--- src/rtl/fst_pkg.sv ---
// types and constants of the format string tokenizer
// used by the top level and its checker; no dependencies
package fst_pkg;

   localparam logic [7:0] CH_OPEN  = 8'h7B;
   localparam logic [7:0] CH_CLOSE = 8'h7D;
   localparam logic [7:0] CH_BANG  = 8'h21;
   localparam logic [7:0] CH_COLON = 8'h3A;

   localparam logic [1:0] ERR_NONE  = 2'd0;
   localparam logic [1:0] ERR_OPEN  = 2'd1;
   localparam logic [1:0] ERR_CLOSE = 2'd2;

   typedef enum logic [2:0] {
      MODE_LITERAL    = 3'd0,
      MODE_OPEN_PEND  = 3'd1,
      MODE_CLOSE_PEND = 3'd2,
      MODE_NAME       = 3'd3,
      MODE_CONV       = 3'd4,
      MODE_SPEC       = 3'd5,
      MODE_ERROR      = 3'd6
   } mode_type;

   typedef enum logic [2:0] {
      KIND_LITERAL = 3'd0,
      KIND_NAME    = 3'd1,
      KIND_CONV    = 3'd2,
      KIND_SPEC    = 3'd3,
      KIND_CLOSED  = 3'd4,
      KIND_END     = 3'd5,
      KIND_ERROR   = 3'd6
   } kind_type;

   typedef struct packed {
      kind_type   kind;
      logic [7:0] out_char;
      logic [1:0] err_code;
      logic       trailing_chunk;
      logic       done_res;
   } result_type;

endpackage

--- src/rtl/format_string_tokenizer.sv ---
// format string tokenizer: one character per request, one result register
// results are registered: a result appears in the cycle after the request that causes it
// throughput: one request per cycle; ready drops only while a result is stalled
// reset: synchronous, returns to literal mode with no error and an empty result register
// depends on fst_pkg
module format_string_tokenizer
   import fst_pkg::*;
(
   input  logic        clock,
   input  logic        reset,
   input  logic        req_tvalid,
   output logic        req_tready,
   input  logic [7:0]  req_tdata,   // [7:0] text_char
   input  logic [0:0]  req_tuser,   // [0] req_type
   output logic        rsp_tvalid,
   input  logic        rsp_tready,
   output logic [15:0] rsp_tdata,   // [7:0] out_char, [9:8] err_code, [10] trailing_chunk
   output logic [2:0]  rsp_tuser,   // [2:0] kind
   output logic        rsp_tlast    // done_res
);

   mode_type   mode_ff, mode_in;
   logic       lit_pend_ff, lit_pend_in;
   logic       chunk_seen_ff, chunk_seen_in;
   logic [1:0] sticky_err_ff, sticky_err_in;
   logic       rsp_valid_ff;
   result_type rsp_ff;

   logic       accept;
   logic       res_valid;
   result_type res;
   logic [7:0] ch;

   assign req_tready = !rsp_valid_ff || rsp_tready;
   assign accept     = req_tvalid && req_tready;
   assign ch         = req_tdata;

   always_comb begin
      mode_in       = mode_ff;
      lit_pend_in   = lit_pend_ff;
      chunk_seen_in = chunk_seen_ff;
      sticky_err_in = sticky_err_ff;
      res_valid     = 1'b0;
      res.kind           = KIND_LITERAL;
      res.out_char       = 8'd0;
      res.err_code       = ERR_NONE;
      res.trailing_chunk = 1'b0;
      res.done_res       = 1'b0;
      if (req_tuser[0]) begin
         // end of text: report and return to reset state
         res_valid     = 1'b1;
         res.done_res  = 1'b1;
         mode_in       = MODE_LITERAL;
         lit_pend_in   = 1'b0;
         chunk_seen_in = 1'b0;
         sticky_err_in = ERR_NONE;
         case (mode_ff)
            MODE_LITERAL: begin
               res.kind           = KIND_END;
               res.trailing_chunk = lit_pend_ff || !chunk_seen_ff;
            end
            MODE_CLOSE_PEND: begin
               res.kind     = KIND_ERROR;
               res.err_code = ERR_CLOSE;
            end
            MODE_ERROR: begin
               res.kind     = KIND_ERROR;
               res.err_code = sticky_err_ff;
            end
            default: begin
               res.kind     = KIND_ERROR;
               res.err_code = ERR_OPEN;
            end
         endcase
      end else begin
         case (mode_ff)
            MODE_LITERAL: begin
               if (ch == CH_OPEN) begin
                  mode_in = MODE_OPEN_PEND;
               end else if (ch == CH_CLOSE) begin
                  mode_in = MODE_CLOSE_PEND;
               end else begin
                  lit_pend_in  = 1'b1;
                  res_valid    = 1'b1;
                  res.out_char = ch;
               end
            end
            MODE_OPEN_PEND: begin
               if (ch == CH_OPEN) begin
                  mode_in      = MODE_LITERAL;
                  lit_pend_in  = 1'b1;
                  res_valid    = 1'b1;
                  res.out_char = ch;
               end else if (ch == CH_CLOSE) begin
                  mode_in       = MODE_LITERAL;
                  lit_pend_in   = 1'b0;
                  chunk_seen_in = 1'b1;
                  res_valid     = 1'b1;
                  res.kind      = KIND_CLOSED;
               end else if (ch == CH_BANG) begin
                  mode_in = MODE_CONV;
               end else if (ch == CH_COLON) begin
                  mode_in = MODE_SPEC;
               end else begin
                  mode_in      = MODE_NAME;
                  res_valid    = 1'b1;
                  res.kind     = KIND_NAME;
                  res.out_char = ch;
               end
            end
            MODE_CLOSE_PEND: begin
               res_valid = 1'b1;
               if (ch == CH_CLOSE) begin
                  mode_in      = MODE_LITERAL;
                  lit_pend_in  = 1'b1;
                  res.out_char = ch;
               end else begin
                  // lone close brace, the following character is dropped
                  mode_in       = MODE_ERROR;
                  sticky_err_in = ERR_CLOSE;
                  res.kind      = KIND_ERROR;
                  res.err_code  = ERR_CLOSE;
               end
            end
            MODE_NAME, MODE_CONV, MODE_SPEC: begin
               if (ch == CH_CLOSE) begin
                  mode_in       = MODE_LITERAL;
                  lit_pend_in   = 1'b0;
                  chunk_seen_in = 1'b1;
                  res_valid     = 1'b1;
                  res.kind      = KIND_CLOSED;
               end else if (ch == CH_BANG && mode_ff == MODE_NAME) begin
                  mode_in = MODE_CONV;
               end else if (ch == CH_COLON && mode_ff != MODE_SPEC) begin
                  mode_in = MODE_SPEC;
               end else begin
                  res_valid    = 1'b1;
                  res.out_char = ch;
                  if (mode_ff == MODE_NAME) begin
                     res.kind = KIND_NAME;
                  end else if (mode_ff == MODE_CONV) begin
                     res.kind = KIND_CONV;
                  end else begin
                     res.kind = KIND_SPEC;
                  end
               end
            end
            default: begin
               // error mode: drop the character
               mode_in = MODE_ERROR;
            end
         endcase
      end
   end

   always_ff @(posedge clock) begin
      if (reset) begin
         mode_ff       <= MODE_LITERAL;
         lit_pend_ff   <= 1'b0;
         chunk_seen_ff <= 1'b0;
         sticky_err_ff <= ERR_NONE;
      end else if (accept) begin
         mode_ff       <= mode_in;
         lit_pend_ff   <= lit_pend_in;
         chunk_seen_ff <= chunk_seen_in;
         sticky_err_ff <= sticky_err_in;
      end
   end

   always_ff @(posedge clock) begin
      if (reset) begin
         rsp_valid_ff <= 1'b0;
      end else if (accept && res_valid) begin
         rsp_valid_ff <= 1'b1;
      end else if (rsp_tready) begin
         rsp_valid_ff <= 1'b0;
      end
   end

   always_ff @(posedge clock) begin
      if (accept && res_valid) begin
         rsp_ff <= res;
      end
   end

   assign rsp_tvalid = rsp_valid_ff;
   assign rsp_tuser  = rsp_ff.kind;
   assign rsp_tlast  = rsp_ff.done_res;
   assign rsp_tdata  = {5'd0, rsp_ff.trailing_chunk, rsp_ff.err_code, rsp_ff.out_char};

endmodule

--- config.mk ---
export PLATFORM = sky130hd
export DESIGN_NAME = format_string_tokenizer
export DESIGN_NICKNAME = d
export VERILOG_FILES = /design/src/rtl/fst_pkg.sv /design/src/rtl/format_string_tokenizer.sv
export SDC_FILE = /design/constraint.sdc
export NUM_CORES = 1
export LEC_CHECK = 0
export BUFFER_PORTS_ARGS = -buffer_cell sky130_fd_sc_hd__buf_4
export CAP_MARGIN = 15
export CORE_ASPECT_RATIO = 0.5
export CORE_MARGIN = 5
export CORE_UTILIZATION = 53
export DETAILED_ROUTE_END_ITERATION = 16
export PLACE_DENSITY = 0.79
export SLEW_MARGIN = 20
export SYNTH_ARGS = -nofsm -noshare
export SYNTH_HDL_FRONTEND = slang
export SYNTH_SLANG_ARGS = --single-unit
--- constraint.sdc ---
create_clock -name clock -period 2.8 [get_ports clock]
set_input_delay 0.42 -clock clock [delete_from_list [all_inputs] [get_ports clock]]
set_output_delay 0.42 -clock clock [all_outputs]
set_load 0.02 [all_outputs]
==> metrics.yaml <==
drt_iter0_drc: 188
cts_sinks: 22
io_pins: 35
status: "finished, final reports clean"
wl_um: 4090
gp_congestion: 1.03
clock_skew_ns: 0.00660
clkTransAtPathRegs_ns: 0.08
synth_ff_type: "edfxtp_1"
area_delta_synth_final_pct: 23.1
drt_pass1_iterations: 5
worstSetupStartpointType: "register"
die-area_sq_um: 4070
die_y_um: 47.7
h-tree-depth: 1
slowest_stage: "dfxtp_1"
setup_violations: 0
p_per_area_nw_per_um2: 474
coreArea_sq_um: 2650
critPathKind: "reg -> reg"
drc: 0
chipWidth_um: 85.3
cts_resized: 0
rsz0062_at_grt: "no"
cts_hold_buf: 0
finalSetupTns_ns: 0
yosysTopAreaCell: "edfxtp_1"
initial_utilization_pct: 56.7
synth.avg_cell_area_sq_um: 9.11
port_buffers: 29
cp.required_ns: 2.70
synth_cells: 165
syn-cell-area_sq_um: 1500
antenna_found_initial: 0
relSlewSlack_pct: 52.1
cts_tree: "yes"
num_rows: 13
vias_per_cell: 6.23
leakage_nw: 0.718
worst-path-max-fanout: 15
grt_max_degree: 21
tightest_slew_ns: 0.714
gr-total-overflow: 0
grtUsageTotal_pct: 20.9
postCtsSetupBuffers: 0
yosysSeqAreaShare_pct: 39.3
yosysUniqueCellTypes: 55
numCtsBuffers: 3
ir_worst_vdd_mv: 0.208
timing.final.crit_share_pct: 77.0
first_global_vias: 1281
fin_crit_ns: 2.16
clock_latency_ns: 0.27
final_nets: 210
dr_total_vias: 1451
fin_total_pwr_w: 0.000877
cap_violations: 0
antenna_left: 0
fmax_mhz: 464
max_stage_delay_ns: 0.57
end_kind: "register"
root_buffer: "clkbuf_8"
critPathArrivalTime_ns: 2.06
clockBufferDepth: 2
hpwl_um: 3010
synth_top_cell_area_share_pct: 30.0
n_antenna_cell: 0
finalHoldViolations: 0
grt_pass1_wl_um: 6460
wire_per_inst_um: 17.5
yosys_warnings: 0
hp-class: "in -> reg"
ys_async_sr_fraction_pct: 0
slew_viol_final: 0
ys_top_cells_by_area: "edfxtp_1, dfxtp_1, nand2_1"
crit_chain: "inv_2, a221oi_1, a2111oi_2, nor2_2"
synth_enable_flop_cells: 15
reg2reg_slack_ns: 0.64
drive_gt1_share_pct: 27.6
ys_ff_latch: 22
## worst paths after layout
check / depth (start not counted) / from / end
worst min register to register: 2 / lit_pend_ff / lit_pend_ff
worst max-delay path: 4 / mode_ff[2] / rsp_tuser[0]
worst max register to register: 4 / mode_ff[2] / rsp_tuser[0]
worst min-delay path: 2 / reset / lit_pend_ff
## layout make-up
class                   instances  area [sq um]
clock buffers                   3          41.3
clock inverters                 1          30.0
fillers                       217           800
inverters                       4          15.0
multi-input cells             125           821
flip-flops and latches         22           591
well taps                      37          46.3
repair buffers                 41           308
## logic make-up (layout without fill, tap and decap cells)
group	count (synthesis)	after routing	share of synthesized area, %
AOI/OAI and AO/OA	57	57	29.6
buffers and inverters	22	49	7.32
DFF	22	22	39.3
muxes	2	2	1.41
other	1	5	0.249
and+or+nand+nor	61	61	22.1
## cells in the mapped netlist (2+ instances only)
cell and n:
and3_1 2, edfxtp_1 15, buf_4 5, inv_1 3, a31oi_1 4, o31ai_4 2
a211oi_1 2, a21oi_1 8, o21ai_1 3, nor2b_1 3, a41o_1 3, nor3_1 5
a211o_1 3, and4b_1 2, and2_1 4, a311o_1 2, o211ai_1 4, nand2b_1 3
o311ai_0 2, dfxtp_1 7, o31ai_1 2, nor2_1 13, nand4b_1 4, o21ai_0 7
nand2_1 15, clkbuf_1 11, nand3_1 2, a22oi_1 2
## critical path: cells and delay by family, from the launching register on
kind                   cells  cell delay (ns)
buffers and inverters      1             0.13
DFF                        1             0.57
and+or+nand+nor            1             0.57
AOI/OAI and AO/OA          2             0.53
## power by group
part	switching (W)	total, W	leakage (nW)	internal, W
Combinational	0.000114	0.000191	0.476	0.0000768
Clock	0.000109	0.000300	0.0357	0.000191
Sequential	0.0000109	0.000386	0.206	0.000375
## cell usage in the layout (no fill, tap or decap), types with 4 or more instances in the layout
cell type   n
nand4b_1    4
dfxtp_1     7
buf_4      41
and2_1      4
a31oi_1     4
a21oi_1     8
o21ai_0     7
edfxtp_1   15
o211ai_1    4
nor2_1     12
conb_1      5
nand2_1    15
nor3_1      5
## per-stage QoR
step                util, %  setup WS (ns)  std cells  hold slack, ns  instance area [sq um]
finish                 69.8          0.644        233           0.358                   1850
CTS                    69.7          0.272        233           0.350                   1850
detailed placement     67.1         0.0933        229           0.469                   1780
global route           69.8          0.511        233           0.362                   1850
floorplan                 -          0.482        169           0.443                   1520
global placement       67.1          0.228        229           0.466                   1780
## routing by layer
metal  track usage [%]  routed length (um)
met1              29.8                1790
met2              31.5                1720
met3              5.84                 539
met4              6.31                  44
met5                 0                   0
## state kept, by name (all words and copies together) (netlist names)
name           flops
chunk_seen_ff      1
lit_pend_ff        1
mode_ff            3
rsp_tdata         11
rsp_tlast          1
rsp_tuser          3
rsp_tvalid         1
sticky_err_ff      1
Note: power is estimated with default switching activity, not from simulation.
